## src/design/assert_macros.svh

```systemverilog
// assertion macros used by the top-level rtl file
`ifndef ASSERT_MACROS_SVH
`define ASSERT_MACROS_SVH

`ifndef SYNTH

// property that must hold at every clock edge outside reset
`define DSSF_ASSERT(label, prop) \
	label: assert property (@(posedge clk) disable iff (!arst_n) (prop)) \
		else $error("dssf assertion failed");

// implication checked at every clock edge outside reset
`define DSSF_ASSERT_IMP(label, cond, prop) \
	label: assert property (@(posedge clk) disable iff (!arst_n) (cond) |-> (prop)) \
		else $error("dssf implication failed");

`else

`define DSSF_ASSERT(label, prop)
`define DSSF_ASSERT_IMP(label, cond, prop)

`endif

`endif

```

## src/design/dssf_pkg.sv

```systemverilog
// shared types and constants of the serial frame sender
package dssf_pkg;

	localparam logic [2:0] OP_CMD_BYTE  = 3'd0;
	localparam logic [2:0] OP_DATA_BYTE = 3'd1;
	localparam logic [2:0] OP_PIXEL     = 3'd2;
	localparam logic [2:0] OP_COL_WIN   = 3'd3;
	localparam logic [2:0] OP_ROW_WIN   = 3'd4;

	localparam logic [7:0] CMD_COLUMN_ADDR  = 8'h2A;
	localparam logic [7:0] CMD_ROW_ADDR     = 8'h2B;
	localparam logic [7:0] CMD_MEMORY_WRITE = 8'h2C;

	localparam int MAX_FRAMES = 6;
	localparam int FRAME_BITS = 9;
	localparam int DSSF_QUEUE_DEPTH = 2;

	typedef struct packed {
		logic       is_data;
		logic [7:0] value;
	} frame_t;

	typedef struct packed {
		logic [2:0]                  frame_cnt;
		frame_t [MAX_FRAMES-1:0]     frames;
	} desc_t;

endpackage

```

## src/design/display_serial_frame_sender.sv

```systemverilog
// top level of the three-wire 9-bit serial frame sender
//
// Each host transaction (op plus its fields) becomes a run of serial clock
// bits for a panel interface with 9-bit frames: one command/data flag bit
// (0 command, 1 data) followed by the byte, most significant first. Op 0
// sends a command byte, op 1 a data byte, op 2 a 16-bit pixel as two data
// bytes (high first), op 3 the column-address command then start and end
// coordinates as four data bytes, op 4 the same with the row-address command
// followed by the memory-write command. Ops 5 to 7 are taken and dropped.
// Each result carries one serial bit; frame_end marks the ninth bit of a
// frame (chip select rises after it) and item_end the last bit of the
// transaction. Rate: the serializer puts out one bit per clock while pop is
// held; an item is 9 bits per frame: 9 for ops 0 and 1, 18 for a pixel, 45
// for op 3 and 54 for op 4, and back-to-back items follow without a gap
// while the queue holds the next one. The first bit of an item passes the
// front register (loaded at the accepting edge), the queue write, the
// serializer load and the output register before it shows. The front end
// decodes into a small queue of frame lists, so new transactions are taken
// while earlier ones are still being shifted.
// There is no configuration and nothing to clear after reset.
`include "assert_macros.svh"

module display_serial_frame_sender
	import dssf_pkg::*;
#(
	parameter int QUEUE_DEPTH = DSSF_QUEUE_DEPTH
) (
	input  logic        clk,
	input  logic        arst_n,
	// host side
	input  logic        push,
	output logic        full,
	input  logic [2:0]  op,
	input  logic [7:0]  byte_value,
	input  logic [15:0] pixel_color,
	input  logic [15:0] coord_start,
	input  logic [15:0] coord_end,
	// serial bit side
	output logic        empty,
	input  logic        pop,
	output logic        serial_bit,
	output logic        frame_end,
	output logic        item_end
);

	// front to queue
	logic  q_push;
	desc_t q_wr_desc;
	logic  q_full;
	// queue to serializer
	logic  q_valid;
	desc_t q_rd_desc;
	logic  q_pop;

	// decode stage: one register of decoded frame lists
	dssf_front u_front (
		.clk         (clk),
		.arst_n      (arst_n),
		.push        (push),
		.full        (full),
		.op          (op),
		.byte_value  (byte_value),
		.pixel_color (pixel_color),
		.coord_start (coord_start),
		.coord_end   (coord_end),
		.q_push      (q_push),
		.q_desc      (q_wr_desc),
		.q_full      (q_full)
	);

	// decouples decode from shifting
	dssf_queue #(
		.DEPTH (QUEUE_DEPTH)
	) u_queue (
		.clk      (clk),
		.arst_n   (arst_n),
		.wr_en    (q_push),
		.wr_desc  (q_wr_desc),
		.q_full   (q_full),
		.rd_valid (q_valid),
		.rd_desc  (q_rd_desc),
		.rd_en    (q_pop)
	);

	// bit shifter with registered result
	dssf_serializer u_ser (
		.clk        (clk),
		.arst_n     (arst_n),
		.q_valid    (q_valid),
		.q_desc     (q_rd_desc),
		.q_pop      (q_pop),
		.empty      (empty),
		.pop        (pop),
		.serial_bit (serial_bit),
		.frame_end  (frame_end),
		.item_end   (item_end)
	);

	// the last bit of a transaction always closes a frame
	`DSSF_ASSERT_IMP(a_item_end_frame, !empty && item_end, frame_end)
	// the host is stalled only while the queue has no room
	`DSSF_ASSERT_IMP(a_full_needs_queue_full, full, q_full)
	// the queue is never written while full
	`DSSF_ASSERT_IMP(a_no_push_when_full, q_full, !q_push)

endmodule

```

## src/design/dssf_front.sv

```systemverilog
// front end: takes host transactions and turns each into a frame list
module dssf_front
	import dssf_pkg::*;
(
	input  logic        clk,
	input  logic        arst_n,
	input  logic        push,
	output logic        full,
	input  logic [2:0]  op,
	input  logic [7:0]  byte_value,
	input  logic [15:0] pixel_color,
	input  logic [15:0] coord_start,
	input  logic [15:0] coord_end,
	output logic        q_push,
	output desc_t       q_desc,
	input  logic        q_full
);

	logic  valid_s1;
	desc_t desc_s1;
	desc_t desc_d;
	logic  take;
	logic  op_ok;

	always_comb begin
		desc_d = '0;
		op_ok  = 1'b1;
		unique case (op)
			OP_CMD_BYTE: begin
				desc_d.frame_cnt = 3'd1;
				desc_d.frames[0] = '{1'b0, byte_value};
			end
			OP_DATA_BYTE: begin
				desc_d.frame_cnt = 3'd1;
				desc_d.frames[0] = '{1'b1, byte_value};
			end
			OP_PIXEL: begin
				desc_d.frame_cnt = 3'd2;
				desc_d.frames[0] = '{1'b1, pixel_color[15:8]};
				desc_d.frames[1] = '{1'b1, pixel_color[7:0]};
			end
			OP_COL_WIN, OP_ROW_WIN: begin
				desc_d.frame_cnt = (op == OP_ROW_WIN) ? 3'd6 : 3'd5;
				desc_d.frames[0] = '{1'b0,
					(op == OP_ROW_WIN) ? CMD_ROW_ADDR : CMD_COLUMN_ADDR};
				desc_d.frames[1] = '{1'b1, coord_start[15:8]};
				desc_d.frames[2] = '{1'b1, coord_start[7:0]};
				desc_d.frames[3] = '{1'b1, coord_end[15:8]};
				desc_d.frames[4] = '{1'b1, coord_end[7:0]};
				desc_d.frames[5] = '{1'b0, CMD_MEMORY_WRITE};
			end
			default: begin
				// unknown op: taken and dropped
				op_ok = 1'b0;
			end
		endcase
	end

	assign full   = valid_s1 && q_full;
	assign take   = push && !full;
	assign q_push = valid_s1 && !q_full;
	assign q_desc = desc_s1;

	always_ff @(posedge clk or negedge arst_n) begin
		if (!arst_n) begin
			valid_s1 <= 1'b0;
		end else begin
			if (q_push)
				valid_s1 <= 1'b0;
			if (take && op_ok)
				valid_s1 <= 1'b1;
		end
	end

	always_ff @(posedge clk) begin
		if (take && op_ok)
			desc_s1 <= desc_d;
	end

endmodule

```

## src/design/dssf_queue.sv

```systemverilog
// short queue of frame lists between front and back end
module dssf_queue
	import dssf_pkg::*;
#(
	parameter int DEPTH = DSSF_QUEUE_DEPTH
) (
	input  logic  clk,
	input  logic  arst_n,
	input  logic  wr_en,
	input  desc_t wr_desc,
	output logic  q_full,
	output logic  rd_valid,
	output desc_t rd_desc,
	input  logic  rd_en
);

	localparam int PW = (DEPTH > 1) ? $clog2(DEPTH) : 1;
	localparam int CW = $clog2(DEPTH + 1);
	localparam logic [PW-1:0] LAST = PW'(DEPTH - 1);
	localparam logic [CW-1:0] FULL_CNT = CW'(DEPTH);

	desc_t         mem_q [DEPTH];
	logic [PW-1:0] wr_ptr_q;
	logic [PW-1:0] rd_ptr_q;
	logic [CW-1:0] cnt_q;
	logic          do_wr;
	logic          do_rd;

	assign q_full   = (cnt_q == FULL_CNT);
	assign rd_valid = (cnt_q != '0);
	assign rd_desc  = mem_q[rd_ptr_q];
	assign do_wr    = wr_en && !q_full;
	assign do_rd    = rd_en && rd_valid;

	always_ff @(posedge clk or negedge arst_n) begin
		if (!arst_n) begin
			wr_ptr_q <= '0;
			rd_ptr_q <= '0;
			cnt_q    <= '0;
		end else begin
			if (do_wr)
				wr_ptr_q <= (wr_ptr_q == LAST) ? '0 : wr_ptr_q + 1'b1;
			if (do_rd)
				rd_ptr_q <= (rd_ptr_q == LAST) ? '0 : rd_ptr_q + 1'b1;
			if (do_wr && !do_rd)
				cnt_q <= cnt_q + 1'b1;
			else if (do_rd && !do_wr)
				cnt_q <= cnt_q - 1'b1;
		end
	end

	always_ff @(posedge clk) begin
		if (do_wr)
			mem_q[wr_ptr_q] <= wr_desc;
	end

endmodule

```

## src/design/dssf_serializer.sv

```systemverilog
// back end: shifts frame lists out one serial bit per clock while pop is held
module dssf_serializer
	import dssf_pkg::*;
(
	input  logic  clk,
	input  logic  arst_n,
	input  logic  q_valid,
	input  desc_t q_desc,
	output logic  q_pop,
	output logic  empty,
	input  logic  pop,
	output logic  serial_bit,
	output logic  frame_end,
	output logic  item_end
);

	localparam logic [3:0] LAST_BIT = 4'(FRAME_BITS - 1);

	logic       busy_q;
	desc_t      desc_q;
	logic [2:0] frame_idx_q;
	logic [3:0] bit_idx_q;
	logic       out_valid_q;
	logic       bit_q;
	logic       frame_end_q;
	logic       item_end_q;

	logic       advance;
	logic       emit;
	logic       last_bit;
	logic       last_frame;
	frame_t     cur_frame;
	logic [8:0] cur_word;
	logic [3:0] sel;

	assign advance    = !out_valid_q || pop;
	assign emit       = busy_q && advance;
	assign last_bit   = (bit_idx_q == LAST_BIT);
	assign last_frame = (frame_idx_q == desc_q.frame_cnt - 3'd1);
	assign cur_frame  = desc_q.frames[frame_idx_q];
	assign cur_word   = {cur_frame.is_data, cur_frame.value};
	assign sel        = LAST_BIT - bit_idx_q;
	// next list is picked up as the current one sends its final bit
	assign q_pop      = q_valid && (!busy_q || (emit && last_bit && last_frame));

	always_ff @(posedge clk or negedge arst_n) begin
		if (!arst_n) begin
			busy_q      <= 1'b0;
			frame_idx_q <= '0;
			bit_idx_q   <= '0;
			out_valid_q <= 1'b0;
		end else begin
			if (advance)
				out_valid_q <= busy_q;
			if (emit) begin
				if (last_bit) begin
					bit_idx_q   <= '0;
					frame_idx_q <= frame_idx_q + 3'd1;
					if (last_frame)
						busy_q <= 1'b0;
				end else begin
					bit_idx_q <= bit_idx_q + 4'd1;
				end
			end
			if (q_pop) begin
				busy_q      <= 1'b1;
				frame_idx_q <= '0;
				bit_idx_q   <= '0;
			end
		end
	end

	always_ff @(posedge clk) begin
		if (q_pop)
			desc_q <= q_desc;
		if (emit) begin
			bit_q       <= cur_word[sel];
			frame_end_q <= last_bit;
			item_end_q  <= last_bit && last_frame;
		end
	end

	assign empty      = !out_valid_q;
	assign serial_bit = bit_q;
	assign frame_end  = frame_end_q;
	assign item_end   = item_end_q;

endmodule

```

## config.mk

```make
export PLATFORM = sky130hd
export DESIGN_NAME = display_serial_frame_sender
export DESIGN_NICKNAME = d
export VERILOG_FILES = /design/src/design/dssf_pkg.sv /design/src/design/display_serial_frame_sender.sv /design/src/design/dssf_front.sv /design/src/design/dssf_queue.sv /design/src/design/dssf_serializer.sv
export VERILOG_INCLUDE_DIRS = /design/src /design/src/design
export SDC_FILE = /design/constraint.sdc
export NUM_CORES = 1
export LEC_CHECK = 0
export ABC_AREA = 1
export ABC_CLOCK_PERIOD_IN_PS = 3400
export BUFFER_PORTS_ARGS = -buffer_cell sky130_fd_sc_hd__buf_2
export CAP_MARGIN = 10
export CORE_MARGIN = 2
export CORE_UTILIZATION = 40
export CTS_BUF_LIST = sky130_fd_sc_hd__clkbuf_8
export DETAILED_ROUTE_END_ITERATION = 16
export MAX_ROUTING_LAYER = met4
export SLEW_MARGIN = 5
export SYNTH_ARGS = -nofsm -noshare
export SYNTH_HDL_FRONTEND = slang
export SYNTH_SLANG_ARGS = --single-unit
```

## constraint.sdc

```tcl
create_clock -name clk -period 3.4 [get_ports clk]
set_input_delay 0.68 -clock clk [delete_from_list [all_inputs] [get_ports clk]]
set_output_delay 0.68 -clock clk [all_outputs]
set_load 0.01 [all_outputs]
```

==> flow_summary.toml, run 1 <==
[setup_path]
criticalPathCategory = "flip-flop to flip-flop"
worstPathRequired_ns = 3.53
startpoint_types = "flip-flop"
timing.critical_path.arrival_ns = 2.79
critical_path.reg2reg.endpoint = "u_ser.desc_q[56]$_DFFE_PN_"
rr_worst_depth = 9
timing.rr.start = "u_ser.bit_idx_q[0]$_DFFE_PN0P_"
critical_path_peak_fanout = 46
crit_path_end_kind = "flip-flop"
minimum_setup_slack_among_reg_to_reg_paths_ns = 0.74

[clocking]
worstSkewPairLatency_ns = 0.51
number_of_buffers_added_by_the_clock_tree_synthesis_step = 35
post_cts_hold_buffer_count = 0
post_cts_buffers = 0
cts_max_path_buffers = 3
tritoncts = "yes"
cts_clock_pin_slew_for_the_worst_setup_and_hold_paths_ns = 0.06
cts_root_buf = "sky130_fd_sc_hd__clkbuf_8"
ctsResizeCount = 0
htree_num_levels = 2
cts_sinks = 201

[detailed_routing]
route.detailed.wl_per_inst_um = 14.4
drt_pass1_iterations = 4
routed_wirelength_um = 14900
postRouteAntennaNets = 0
dr_total_vias = 4757
drt-met1-wl_um = 6670
avgViaCountPerCell = 4.60
met3_wirelength_um = 693
uppermost_layer_routed = "met4"
initialDrtViolationCount = 305
route.detailed.drc = 0
wl_met2_um = 7140

[pwr]
vdd_drop_max_mv = 0.253
power_frac_clock_pct = 28.4
powerDensity_nw_per_um2 = 751
combPwrFrac_pct = 21.8
design_power_total_mw = 7.01
sw_frac_of_total_pct = 30.8
power_switching_mw = 2.16
seqPwrFrac_pct = 49.7
p_int_mw = 4.85
cellLeakagePower_nw = 3.85

[cells_and_area]
post-route-util_pct = 46.6
antenna-diode-count = 0
layout-drive-gt1-share_pct = 18.5
fin_cells = 1034
nets = 808
area_delta_synth_final_pct = 15.2
num-fill-cells = 1846
final_design_area_no_fill_um2 = 9340

[synth]
synthFlopType = "sky130_fd_sc_hd__edfxtp_1"
synth.most_common_cell = "sky130_fd_sc_hd__nand2_1"
synth.net_count = 722
ys_top_cells_by_count = "sky130_fd_sc_hd__nand2_1 (216), sky130_fd_sc_hd__edfxtp_1 (187), sky130_fd_sc_hd__inv_1 (53)"
post_synth_main_area_contributors = "sky130_fd_sc_hd__edfxtp_1 (69%), sky130_fd_sc_hd__nand2_1 (10%), sky130_fd_sc_hd__dfrtp_1 (4.3%)"
synth-seq-cells = 201
post_synth_top_area_cell = "sky130_fd_sc_hd__edfxtp_1"
synth_top_area_share_pct = 69.3
netlist_area_um2 = 8100
synthesis.instances = 654
avgSynthCellArea_um2 = 12.4
synth_sequential_area_ratio_pct = 73.6
synth_async_sr_flop_share_pct = 6.97
synth_cell_type_count = 34
synth-warning-count = 0
synth-edff-count = 187

[place]
hpwl_um = 9500
placement.cell_area_um2 = 8700
placed_cells_incl_taps = 973
routability_congestion = 0.819
placement.io_buffers = 67
place_worst_setup_slack_ns = 0.784

[sta]
final.hold.worst_slack_ns = 0.0726
period_share_pct = 78.4
grt_setup_unrepaired = "no"
finalClockSkew_ns = 0.0216
layout_min_cycle_time_ns = 2.66
slew_limit_fails = 0
max_clock_freq_ghz = 0.375
timing.setup.tns_ns = 0
hold_violations = 0
final-setup-viol-count = 0
slew-limit-headroom_pct = 46.0
worst_slack_ns = 0.735
max_slew.worst_pin.slew_ns = 0.809

[global_routing]
gr-total-overflow = 0
first_pass_grt_wire_length_um = 24600
grt_max_degree = 47
via_count_of_the_first_global_routing_pass = 4857
antenna_violations_before_repair = 0
grt.total_usage_pct = 15.0

[floorplan]
core_area_um2 = 20000
dieWidth_um = 146
io_pins = 68
die_area_um2 = 21400
dieHeight_um = 146
initial_utilization_pct = 40.4
cell_row_count = 52

[flow_run]
timing.max_cap.violations = 0

[run_status]
run_status = "finished clean"

[worst_hold_path]
worst_hold_check_path_type = "input port to async pin"
## cell type report
class	count	area [um^2]	share of cell area (%)
inverter	57	214	2.29
clock inverter	24	131	1.41
sequential	201	5970	63.9
timing repair buffer	76	415	4.45
clock buffer	37	509	5.45
multi-input combinational	369	1760	18.9
tap	270	338	3.62
## critical path: stages, from the launching register on
cell and delay, ns:
sky130_fd_sc_hd__dfrtp_1 0.59, sky130_fd_sc_hd__inv_2 0.26, sky130_fd_sc_hd__ha_1 0.26, sky130_fd_sc_hd__nand3_4 0.14
sky130_fd_sc_hd__nor2_1 0.13, sky130_fd_sc_hd__nand3_1 0.11, sky130_fd_sc_hd__nand2_2 0.10, sky130_fd_sc_hd__nand2_4 0.12
sky130_fd_sc_hd__inv_1 0.08, sky130_fd_sc_hd__buf_4 0.47
## power groups by stage
| stage | Sequential, mW | Clock [mW] | Combinational, mW |
|---|---|---|---|
| 2_1_floorplan | 3.46 | 0 | 1.17 |
| 3_3_place_gp | 3.52 | 0 | 1.53 |
| 3_5_place_dp | 3.53 | 0 | 1.57 |
| 4_1_cts | 3.49 | 2.06 | 1.57 |
| 5_1_grt | 3.53 | 2.18 | 1.76 |
| 6_report | 3.49 | 1.99 | 1.53 |
## routing by layer
metal / vias up / GRT usage [%]
met5: - / -
met4: 0 / 5.53
met3: 34 / 3.28
met2: 113 / 23.7
met1: 2213 / 19.1
li1: 2397 / -
## registers in the layout (all words and copies together), names as in the netlist, 2 cells and up
signal / count
u_ser.bit_idx_q: 4
u_front.q_desc: 46
u_ser.frame_idx_q: 3
u_ser.desc_q: 46
u_queue.cnt_q: 2
u_queue.mem_q: 92
## cells by family after synthesis
| group | Yosys count | share of synthesized area [%] |
|---|---|---|
| xor gates and xnor gates | 12 | 1.30 |
| and+or+nand+nor | 319 | 16.4 |
| AOI/OAI and AO/OA | 33 | 3.04 |
| buffers and inverters | 84 | 4.89 |
| adders and majority gates | 5 | 0.772 |
| DFF | 201 | 73.6 |
## placed cells by master, fill, tap and decap left out, types with 2 or more instances in the layout
master / count
sky130_fd_sc_hd__ha_1: 5
sky130_fd_sc_hd__inv_1: 67
sky130_fd_sc_hd__dfrtp_1: 14
sky130_fd_sc_hd__nor2_1: 35
sky130_fd_sc_hd__nand2_1: 216
sky130_fd_sc_hd__nor2_2: 9
sky130_fd_sc_hd__o21ai_0: 7
sky130_fd_sc_hd__nand4_1: 4
sky130_fd_sc_hd__clkbuf_8: 37
sky130_fd_sc_hd__clkinv_1: 5
sky130_fd_sc_hd__buf_4: 8
sky130_fd_sc_hd__nor2_4: 3
sky130_fd_sc_hd__nand3b_1: 2
sky130_fd_sc_hd__inv_2: 4
sky130_fd_sc_hd__a32o_1: 12
sky130_fd_sc_hd__o211ai_1: 4
sky130_fd_sc_hd__a21oi_1: 8
sky130_fd_sc_hd__buf_2: 67
sky130_fd_sc_hd__xor2_1: 8
sky130_fd_sc_hd__inv_6: 2
sky130_fd_sc_hd__xnor2_1: 4
sky130_fd_sc_hd__nand3_1: 43
sky130_fd_sc_hd__edfxtp_1: 187
## how the worst max path moves through the flow
stage                              startpoint                            end  slack (ns)
2_1_floorplan    u_queue.cnt_q[0]$_DFFE_PN0P_  u_queue.mem_q[1][0]$_DFFE_PP_        0.27
3_3_place_gp   u_ser.bit_idx_q[0]$_DFFE_PN0P_      u_ser.desc_q[8]$_DFFE_PN_        0.84
3_5_place_dp   u_ser.bit_idx_q[0]$_DFFE_PN0P_     u_ser.desc_q[17]$_DFFE_PN_        0.78
4_1_cts        u_ser.bit_idx_q[0]$_DFFE_PN0P_     u_ser.desc_q[56]$_DFFE_PN_        0.76
5_1_grt        u_ser.bit_idx_q[0]$_DFFE_PN0P_     u_ser.desc_q[56]$_DFFE_PN_        0.56
6_report       u_ser.bit_idx_q[0]$_DFFE_PN0P_     u_ser.desc_q[56]$_DFFE_PN_        0.74
Power figures use the tool's default switching activity.
==> run 2, diff against run 1 <==
--- a/config.mk
+++ b/config.mk
@@ -7,7 +7,7 @@
 export NUM_CORES = 1
 export LEC_CHECK = 0
 export ABC_AREA = 1
-export ABC_CLOCK_PERIOD_IN_PS = 3400
+export ABC_CLOCK_PERIOD_IN_PS = 2400
 export BUFFER_PORTS_ARGS = -buffer_cell sky130_fd_sc_hd__buf_2
 export CAP_MARGIN = 10
 export CORE_MARGIN = 2
==> constraint.sdc (replaced) <==
create_clock -name clk -period 2.4 [get_ports clk]
set_input_delay 0.48 -clock clk [delete_from_list [all_inputs] [get_ports clk]]
set_output_delay 0.48 -clock clk [all_outputs]
set_load 0.01 [all_outputs]
==> run 2 against run 1 <==
  * First-iteration DRC count is 12% higher
  * Fmax rose by 19%
  * Wire length decreased by 1.1%
  * Register-to-register slack got worse by 0.57 ns
  * Combinational power up 51%
  * Global-route usage fell by 0.54 points
  * Cell area is 0.47% higher
  * Clock power is 33% higher
  * Utilization rose by 0.22 points
  * Sequential power up 40%
  * Critical endpoint is now u_queue.cnt_q[1]$_DFFE_PN0P_
==> flow_summary.toml, run 2 (synthesis results as in run 1) <==
[cells_and_area]
fin_cells = 1036
layout-drive-gt1-share_pct = 18.9
num-fill-cells = 1860
antenna-diode-count = 0
largest_register_ff_count = 92
layout_commonest_cell = "sky130_fd_sc_hd__nand2_1"
area_delta_synth_final_pct = 15.8
post-route-util_pct = 46.8
top_library_cells_by_usage_in_the_layout_fill_and_taps_aside = "sky130_fd_sc_hd__nand2_1 (216), sky130_fd_sc_hd__edfxtp_1 (187), sky130_fd_sc_hd__buf_2 (67), sky130_fd_sc_hd__inv_1 (57), sky130_fd_sc_hd__nand3_1 (43)"
registers.top_by_ff_count = "u_queue.mem_q"
nets = 812

[sta]
grt_setup_unrepaired = "no"
slew-limit-headroom_pct = 65.1
finalClockSkew_ns = 0.0320
layout_min_cycle_time_ns = 2.24
timing.setup.tns_ns = 0
slew_limit_fails = 0
hold_violations = 0
final-setup-viol-count = 0
max_slew.worst_pin.slew_ns = 0.524
period_share_pct = 93.1
max_clock_freq_ghz = 0.447
worst_slack_ns = 0.165

[detailed_routing]
routed_wirelength_um = 14700
route.detailed.wl_per_inst_um = 14.2
initialDrtViolationCount = 342
route.detailed.drc = 0
drt_pass1_iterations = 4
dr_total_vias = 4826
postRouteAntennaNets = 0
avgViaCountPerCell = 4.66

[setup_path]
timing.rr.start = "u_ser.bit_idx_q[1]$_DFFE_PN0P_"
cp_common_cell = "sky130_fd_sc_hd__ha_1"
worst_path_max_delay_cell = "sky130_fd_sc_hd__dfrtp_1"
max_stage_delay_ns = 0.41
critical_path_peak_fanout = 15
minimum_setup_slack_among_reg_to_reg_paths_ns = 0.16
critical_path.reg2reg.endpoint = "u_queue.cnt_q[1]$_DFFE_PN0P_"
timing.critical_path.arrival_ns = 2.67
criticalPathCategory = "flip-flop to flip-flop"
cp_top_delay_family = "simple AND/OR/NAND/NOR gates"
startpoint_types = "flip-flop"
timing.critical_path.cells = "inv_1, ha_1, nand3_4, nor2_1, nand3_1, nand2_2, nand2_4, ha_1, a21oi_1, o21ai_0, xor2_1"
worstPathRequired_ns = 2.84
crit_path_end_kind = "flip-flop"
worst_path_bufs_invs = 1
rr_worst_depth = 11
critical_path_depth = 11

[clocking]
worstSkewPairLatency_ns = 0.56
cts_sinks = 201
cts_clock_pin_slew_for_the_worst_setup_and_hold_paths_ns = 0.07
cts_root_buf = "sky130_fd_sc_hd__clkbuf_8"
post_cts_buffers = 0
cts_max_path_buffers = 3
number_of_buffers_added_by_the_clock_tree_synthesis_step = 31
post_cts_hold_buffer_count = 1
ctsResizeCount = 0
htree_num_levels = 1
tritoncts = "yes"

[worst_hold_path]
hold_start = "pop"
holdPathStages = 3
hold-path-endpoint = "u_ser.out_valid_q$_DFFE_PN0P_"
worst_hold_check_path_type = "input port to flip-flop"

[pwr]
powerDensity_nw_per_um2 = 1050
cellLeakagePower_nw = 3.82
vdd_drop_max_mv = 0.412

[global_routing]
grt.met1_usage_pct = 18.1
met2_track_demand_over_resource_in_global_routing_pct = 24.1
via_count_of_the_first_global_routing_pass = 4857
gr-total-overflow = 0
grt_max_degree = 48
grt.total_usage_pct = 14.4
first_pass_grt_wire_length_um = 24100
met3_usage_pct = 2.47
layer_carrying_the_most_global_route_usage = "met2"
antenna_violations_before_repair = 0

[place]
place_worst_setup_slack_ns = 0.148
placement.io_buffers = 67
routability_congestion = 0.826
placed_cells_incl_taps = 980
hpwl_um = 9620

[floorplan]
cell_row_count = 52
io_pins = 68
core_area_um2 = 20000
dieWidth_um = 146
initial_utilization_pct = 40.4
die_area_um2 = 21400
dieHeight_um = 146

[flow_run]
timing.max_cap.violations = 0

[run_status]
run_status = "finished clean"
==> run 2: per-stage QoR <==
| step | power [mW] | hold slack [ns] | cell area [um^2] |
|---|---|---|---|
| floorplan | 6.55 | 0.184 | 8120 |
| global placement | 7.23 | 0.403 | 8790 |
| detailed placement | 7.31 | 0.406 | 8790 |
| CTS | 9.97 | 0.164 | 9380 |
| global route | 10.5 | 0.187 | 9380 |
| finish | 9.85 | 0.196 | 9380 |
==> run 2: how the worst max path moves through the flow <==
stage                                    from                           end  slack [ns]
6_report       u_ser.bit_idx_q[1]$_DFFE_PN0P_  u_queue.cnt_q[1]$_DFFE_PN0P_        0.16
5_1_grt        u_ser.bit_idx_q[1]$_DFFE_PN0P_  u_queue.cnt_q[1]$_DFFE_PN0P_        0.03
4_1_cts        u_ser.bit_idx_q[1]$_DFFE_PN0P_  u_queue.cnt_q[1]$_DFFE_PN0P_        0.16
3_5_place_dp   u_ser.bit_idx_q[1]$_DFFE_PN0P_  u_queue.cnt_q[1]$_DFFE_PN0P_        0.15
3_3_place_gp       u_ser.desc_q[54]$_DFFE_PN_  u_queue.cnt_q[1]$_DFFE_PN0P_        0.27
2_1_floorplan  u_ser.bit_idx_q[0]$_DFFE_PN0P_     u_ser.desc_q[0]$_DFFE_PN_       0.008
==> run 2: power breakdown <==
| part | total (mW) | internal (mW) | switching (mW) |
|---|---|---|---|
| clock | 2.64 | 1.41 | 1.23 |
| sequential | 4.90 | 4.64 | 0.255 |
| combinational | 2.31 | 0.748 | 1.56 |
| total | 9.85 | 6.81 | 3.05 |
==> run 2: layout make-up <==
class / instances / area, um^2 / share of cell area (%)
clock inverters: 24 / 154 / 1.64
clock buffers: 31 / 427 / 4.55
well taps: 270 / 338 / 3.60
repair buffers: 84 / 515 / 5.49
multi-input cells: 369 / 1760 / 18.8
flip-flops and latches: 201 / 5970 / 63.6
inverters: 57 / 218 / 2.32
==> run 2: worst reg2reg max path, cell delays in order (launching register included) <==
cell,delay [ns]
sky130_fd_sc_hd__dfrtp_1,0.41
sky130_fd_sc_hd__inv_1,0.09
sky130_fd_sc_hd__ha_1,0.25
sky130_fd_sc_hd__nand3_4,0.15
sky130_fd_sc_hd__nor2_1,0.14
sky130_fd_sc_hd__nand3_1,0.11
sky130_fd_sc_hd__nand2_2,0.10
sky130_fd_sc_hd__nand2_4,0.13
sky130_fd_sc_hd__ha_1,0.35
sky130_fd_sc_hd__a21oi_1,0.12
sky130_fd_sc_hd__o21ai_0,0.12
sky130_fd_sc_hd__xor2_1,0.16
==> run 2: per-layer routing <==
| metal | up-vias | wire, um |
|---|---|---|
| li1 | 2401 | - |
| met2 | 109 | 7300 |
| met1 | 2292 | 6460 |
| met5 | - | 0 |
| met4 | 0 | 272 |
| met3 | 24 | 670 |
